===== src/design/tdp_pkg.sv =====
package tdp_pkg;

	// class given to a word by the front end
	typedef enum logic [1:0] {
		CLS_COMPOSITE = 2'd0,
		CLS_PRIME     = 2'd1,
		CLS_SEARCH    = 2'd2
	} cls_t;

	// back end sequencer states
	typedef enum logic [2:0] {
		ST_IDLE = 3'b001,
		ST_DIV  = 3'b010,
		ST_EVAL = 3'b100
	} state_t;

	// head of the queue as seen by the back end
	typedef struct packed {
		logic valid;
		cls_t cls;
	} tdp_entry_t;

	localparam int QUEUE_DEPTH = 2;
	localparam int PTR_W       = $clog2(QUEUE_DEPTH);
	localparam int QCNT_W      = $clog2(QUEUE_DEPTH + 1);

endpackage


===== src/design/tdp_back.sv =====
module tdp_back import tdp_pkg::*; #(
	parameter int NUM_WIDTH = 32
) (
	input  logic                 clk,
	input  logic                 arst_n,
	input  tdp_entry_t           entry,
	input  logic [NUM_WIDTH-1:0] entry_number,
	output logic                 entry_pop,
	output logic                 result_valid,
	input  logic                 result_stall,
	output logic                 is_prime
);

	localparam int CNT_W = $clog2(NUM_WIDTH);

	state_t               state_q;
	logic                 res_valid_q;
	logic                 res_prime_q;
	logic [NUM_WIDTH-1:0] value_q;
	logic [NUM_WIDTH-1:0] shift_q;
	logic [NUM_WIDTH-1:0] rem_q;
	logic [NUM_WIDTH-1:0] quo_q;
	logic [NUM_WIDTH-1:0] div_q;
	logic [CNT_W-1:0]     cnt_q;
	logic [NUM_WIDTH:0]   trial;
	logic [NUM_WIDTH:0]   diff;
	logic                 fits;
	logic                 out_free;
	logic                 produce;
	logic                 prime_bit;
	logic                 start;
	logic                 last_bit;
	logic                 next_div;

	assign out_free = !res_valid_q || !result_stall;

	// one restoring division step per cycle
	assign trial    = {rem_q, shift_q[NUM_WIDTH-1]};
	assign diff     = trial - {1'b0, div_q};
	assign fits     = (trial >= {1'b0, div_q});
	assign last_bit = (cnt_q == CNT_W'(NUM_WIDTH - 1));

	// sequencer decisions
	always_comb begin
		entry_pop = 1'b0;
		produce   = 1'b0;
		prime_bit = 1'b0;
		start     = 1'b0;
		next_div  = 1'b0;
		case (state_q)
			ST_IDLE: begin
				if (entry.valid) begin
					case (entry.cls)
						CLS_SEARCH: begin
							entry_pop = 1'b1;
							start     = 1'b1;
						end
						CLS_PRIME: begin
							entry_pop = out_free;
							produce   = out_free;
							prime_bit = 1'b1;
						end
						default: begin
							entry_pop = out_free;
							produce   = out_free;
						end
					endcase
				end
			end
			ST_EVAL: begin
				// divisor past the square root bound: no factor found
				if (div_q > quo_q) begin
					produce   = out_free;
					prime_bit = 1'b1;
				end else if (rem_q == '0) begin
					produce   = out_free;
				end else begin
					next_div  = 1'b1;
				end
			end
			default: begin
			end
		endcase
	end

	// state and output word valid
	always_ff @(posedge clk or negedge arst_n) begin
		if (!arst_n) begin
			state_q     <= ST_IDLE;
			res_valid_q <= 1'b0;
		end else begin
			case (state_q)
				ST_IDLE: begin
					if (start) begin
						state_q <= ST_DIV;
					end
				end
				ST_DIV: begin
					if (last_bit) begin
						state_q <= ST_EVAL;
					end
				end
				ST_EVAL: begin
					if (next_div) begin
						state_q <= ST_DIV;
					end else if (produce) begin
						state_q <= ST_IDLE;
					end
				end
				default: begin
					state_q <= ST_IDLE;
				end
			endcase
			if (produce) begin
				res_valid_q <= 1'b1;
			end else if (!result_stall) begin
				res_valid_q <= 1'b0;
			end
		end
	end

	// divider datapath and result payload
	always_ff @(posedge clk) begin
		if (start) begin
			value_q <= entry_number;
			shift_q <= entry_number;
			rem_q   <= '0;
			div_q   <= NUM_WIDTH'(2);
			cnt_q   <= '0;
		end else if (next_div) begin
			shift_q <= value_q;
			rem_q   <= '0;
			div_q   <= div_q + NUM_WIDTH'(1);
			cnt_q   <= '0;
		end else if (state_q == ST_DIV) begin
			shift_q <= {shift_q[NUM_WIDTH-2:0], 1'b0};
			rem_q   <= fits ? diff[NUM_WIDTH-1:0] : trial[NUM_WIDTH-1:0];
			quo_q   <= {quo_q[NUM_WIDTH-2:0], fits};
			cnt_q   <= cnt_q + CNT_W'(1);
		end
		if (produce) begin
			res_prime_q <= prime_bit;
		end
	end

	assign result_valid = res_valid_q;
	assign is_prime     = res_prime_q;

endmodule


===== config.mk =====
export PLATFORM = sky130hd
export DESIGN_NAME = tdp_back
export DESIGN_NICKNAME = d
export VERILOG_FILES = /design/src/design/tdp_pkg.sv /design/src/design/tdp_back.sv
export SDC_FILE = /design/constraint.sdc
export NUM_CORES = 1
export LEC_CHECK = 0
export ABC_AREA = 1
export BUFFER_PORTS_ARGS = -buffer_cell sky130_fd_sc_hd__buf_2
export CORE_MARGIN = 10
export CORE_UTILIZATION = 63
export DETAILED_ROUTE_END_ITERATION = 12
export GPL_TIMING_DRIVEN = 1
export PLACE_DENSITY = 0.81
export SLEW_MARGIN = 5
export SYNTH_ARGS = -nofsm -noshare
export SYNTH_HDL_FRONTEND = slang
export SYNTH_SLANG_ARGS = --single-unit

===== constraint.sdc =====
create_clock -name clk -period 3.3 [get_ports clk]
set_input_delay 0.66 -clock clk [delete_from_list [all_inputs] [get_ports clk]]
set_output_delay 0.66 -clock clk [all_outputs]
set_load 0.03 [all_outputs]

==> impl_metrics.csv <==
group,metric,value,unit
setup_path,cp_num_buf_inv,3,
clocking,clock_latency,0.45,ns
placed_design,gp_congestion,0.9523,
synthesis,ys_types,36,
timing,drv_slew,0,
floorplanning,pin_count,41,
power,p_switching,7.384,mW
drt,drt.antenna.violating_nets,0,
setup_path,cp.depth,13,
global_routing,grt_overflow_total,0,
cells_and_area,diodes,0,
global_routing,grt_max_degree,95,
timing,setup_violations,0,
global_routing,grt_usage,0.2478,
floorplanning,rows,49,
synthesis,postSynthAreaPerCell,7.086,µm²
clocking,cts-buffers-inserted,17,
outcome,status,"complete, no violations",
floorplanning,start_util,0.6401,
power,total_leakage_power,6.015,nW
power,seq_power_share,0.211,
clocking,cts_setup_buffers,0,
power,irDropWorstVdd,1.442,mV
global_routing,antenna_found_initial,0,
setup_path,path_class,"reg2reg",
setup_path,crit_family,"compound AO/OA/AOI/OAI gates",
drt,drtIter0Drc,815,
clocking,cts_sinks,170,
setup_path,cp-end-kind,"flip-flop",
floorplanning,die_area,23980,µm²
timing,finalSetupTns,0,ns
cells_and_area,drive_gt1_frac,0.07165,
setup_path,worstRegToRegCells,13,
flow_run,cap_violations,0,
timing,period_minus_slack,2.776,ns
cells_and_area,multi_input_area,5689,µm²
setup_path,critPathLaunchType,"flip-flop",
setup_path,critPathArrivalTime,3.11,ns
cells_and_area,fill_cells,1534,
drt,firstDrtPassIters,5,
global_routing,grt_pass1_vias,10160,
timing,relSlewSlack,0.3035,
setup_path,crit_path_max_fanout,26,
power,p_int,6.541,mW
clocking,cts_tree,"built",
hold_path,worstHoldPathType,"in2async",
power,power_frac_comb,0.649,
timing,final_hold_viol_count,0,
synthesis,syn_area,11460,µm²
clocking,clk_pin_slew,0.07,ns
synthesis,synthCells,1617,
drt,vias,10570,
timing,rsz0062_at_grt,"false",
synthesis,ys_ff_latch,170,
synthesis,yosys_warnings,0,
synthesis,seq_area_frac_synth,0.3836,
cells_and_area,area_growth,7.731,%
drt,drc_errors,0,
clocking,ctsResizeCount,0,
cells_and_area,regArea,4395,µm²
clocking,cts.hold.buffers_added,0,
timing,worstMarginPinSlew,1.045,ns
drt,wl_per_cell,16.05,µm
floorplanning,die_h,154.9,µm
setup_path,cp-startpoint,"div_q[24]$_SDFFE_PP0N_",
cells_and_area,final_util,0.6895,
setup_path,reg2reg_to,"rem_q[30]$_SDFFE_PP0P_",
setup_path,cp.required,3.63,ns
setup_path,worstPathCellList,"inv_1 -> ha_1 -> a21oi_1 -> o21ai_0 -> a21oi_1 -> nand3_2 -> nand2_2 -> nand2_2 -> buf_4 -> inv_1 -> nand2_1 -> nand3_1 -> nand2_1",
timing,fin_skew,0.01462,ns
power,p_sw_frac,0.5303,
synthesis,synth_nets,1723,
power,powerDensity,1128,nW/µm²
cells_and_area,layout.nets,1740,
placed_design,io_buffer_count,40,
drt,wl,30.11,mm
setup_path,r2r_start,"div_q[24]$_SDFFE_PP0N_",
drt,viasPerCell,5.633,
setup_path,reg2reg_slack,0.52,ns
placed_design,hpwl,21.37,mm
setup_path,crit_end,"rem_q[30]$_SDFFE_PP0P_",
clocking,cts.root.buffer_cell,"clkbuf_16",
floorplanning,core,17900,µm²
clocking,h-tree-depth,4,
floorplanning,dieWidth,154.9,µm
power,pwr-share-clk,0.140,
global_routing,grt_pass1_wl,49.07,mm
setup_path,cpMaxStageDelayCell,"dfxtp_1",
setup_path,slowest_delay,0.48,ns
timing,fmax,0.3602,GHz
timing,timing.final.crit_share,0.8413,
clocking,clockBufferDepth,2,
power groups by stage:
stage                     Sequential, mW  Clock (mW)  Combinational [mW]
after floorplan                     2.90           0                7.03
after global placement              2.96           0                8.85
after detailed placement            2.97           0                8.87
after CTS                           2.93        1.97                8.92
after global routing                2.98        2.05                10.2
final                               2.94        1.95                9.03
stage by stage:
step	setup slack, ns	cells	hold slack [ns]	area (µm²)	power (mW)
6_report	0.5236	1876	0.01891	12340	13.92
5_1_grt	0.2464	1876	0.01321	12340	15.20
4_1_cts	0.5791	1876	0.01441	12340	13.82
3_5_place_dp	0.5926	1844	0.4349	11770	11.84
3_3_place_gp	0.6181	1844	0.4319	11770	11.81
2_1_floorplan	0.6333	1617	0.3644	11460	9.925
cell usage after synthesis:
master | count | share of area
dfrtp_1 | 3 | 0.0066
fa_1 | 1 | 0.0017
xnor2_1 | 14 | 0.011
nand3_2 | 3 | 0.0026
nand3b_1 | 5 | 0.0033
nand3b_4 | 1 | 0.0017
inv_2 | 7 | 0.0023
nand2_1 | 498 | 0.16
buf_1 | 4 | 0.0013
a21o_1 | 2 | 0.0013
buf_2 | 20 | 0.0087
inv_1 | 280 | 0.092
a22oi_1 | 1 | 0.00066
ha_1 | 67 | 0.073
o21a_1 | 1 | 0.00066
a21oi_1 | 101 | 0.044
buf_6 | 9 | 0.0088
edfxtp_1 | 97 | 0.25
dfxtp_1 | 69 | 0.12
nand4_1 | 86 | 0.047
dfstp_2 | 1 | 0.0023
nor2_1 | 88 | 0.029
clkinv_1 | 1 | 0.00033
clkbuf_1 | 23 | 0.0075
nor3_1 | 27 | 0.012
nor3b_1 | 2 | 0.0013
nor2_4 | 2 | 0.0020
nor4_1 | 3 | 0.0016
nand3_1 | 142 | 0.062
a21oi_2 | 1 | 0.00076
xor2_1 | 29 | 0.022
nand2_2 | 7 | 0.0038
or2_2 | 1 | 0.00055
nor2_2 | 6 | 0.0033
o21ai_0 | 11 | 0.0048
o21bai_1 | 4 | 0.0026
sequential cells by signal (all words and copies together), names as in the netlist:
signal / flops
shift_q: 32
div_q: 32
rem_q: 32
cnt_q: 5
quo_q: 32
value_q: 32
result_valid: 1
state_q: 3
is_prime: 1
routing by layer:
metal	vias to the layer above	GRT usage	share of wire
met4	0	0.09672	0.027
met2	388	0.4281	0.50
met5	-	0	0
li1	5251	-	-
met1	4864	0.3056	0.42
met3	65	0.03391	0.060
cells in the final DEF, fill, tap and decap left out, drive strengths merged, types with 29 or more instances in the layout:
master  instances
a21oi         102
buf            54
dfxtp          69
edfxtp         97
ha             67
inv           297
nand2         505
nand3         145
nand4          86
nor2           96
xor2           29
worst register-to-register path: stages, from the launching register on:
cell	delay (ns)
dfxtp_1	0.48
inv_1	0.14
ha_1	0.38
a21oi_1	0.31
o21ai_0	0.20
a21oi_1	0.25
nand3_2	0.12
nand2_2	0.09
nand2_2	0.12
buf_4	0.27
inv_1	0.12
nand2_1	0.05
nand3_1	0.08
nand2_1	0.05
worst min-delay path by stage:
stage                        startpoint                  endpoint  slack, ns  cells after the start
floorplan                        arst_n  result_valid$_DFFE_PN0P_       0.36                      0
global placement     quo_q[4]$_DFFE_PP_        quo_q[5]$_DFFE_PP_       0.43                      0
detailed placement  quo_q[21]$_DFFE_PP_       quo_q[22]$_DFFE_PP_       0.43                      0
CTS                              arst_n  result_valid$_DFFE_PN0P_       0.01                      1
global route                     arst_n  result_valid$_DFFE_PN0P_       0.01                      1
finish                           arst_n  result_valid$_DFFE_PN0P_       0.02                      1
cell families (layout without fill, tap and decap cells):
family	after synthesis	in the layout	share of synthesized area
AOI/OAI and AO/OA	121	121	0.05492
xor gates and xnor gates	43	43	0.03287
adders and majority gates	68	68	0.07491
buffers and inverters	344	374	0.1208
DFF	170	170	0.3836
and+or+nand+nor	871	871	0.3329
area by class of cell:
| type | instances | area share |
|---|---|---|
| Clock inverter | 15 | 0.01206 |
| Timing Repair Buffer | 54 | 0.02575 |
| Clock buffer | 17 | 0.03446 |
| Tap cell | 229 | 0.02321 |
| Sequential cell | 170 | 0.3561 |
| Inverter | 288 | 0.08757 |
| Multi-Input combinational cell | 1103 | 0.4609 |
Note: power is estimated with default switching activity, not from simulation.
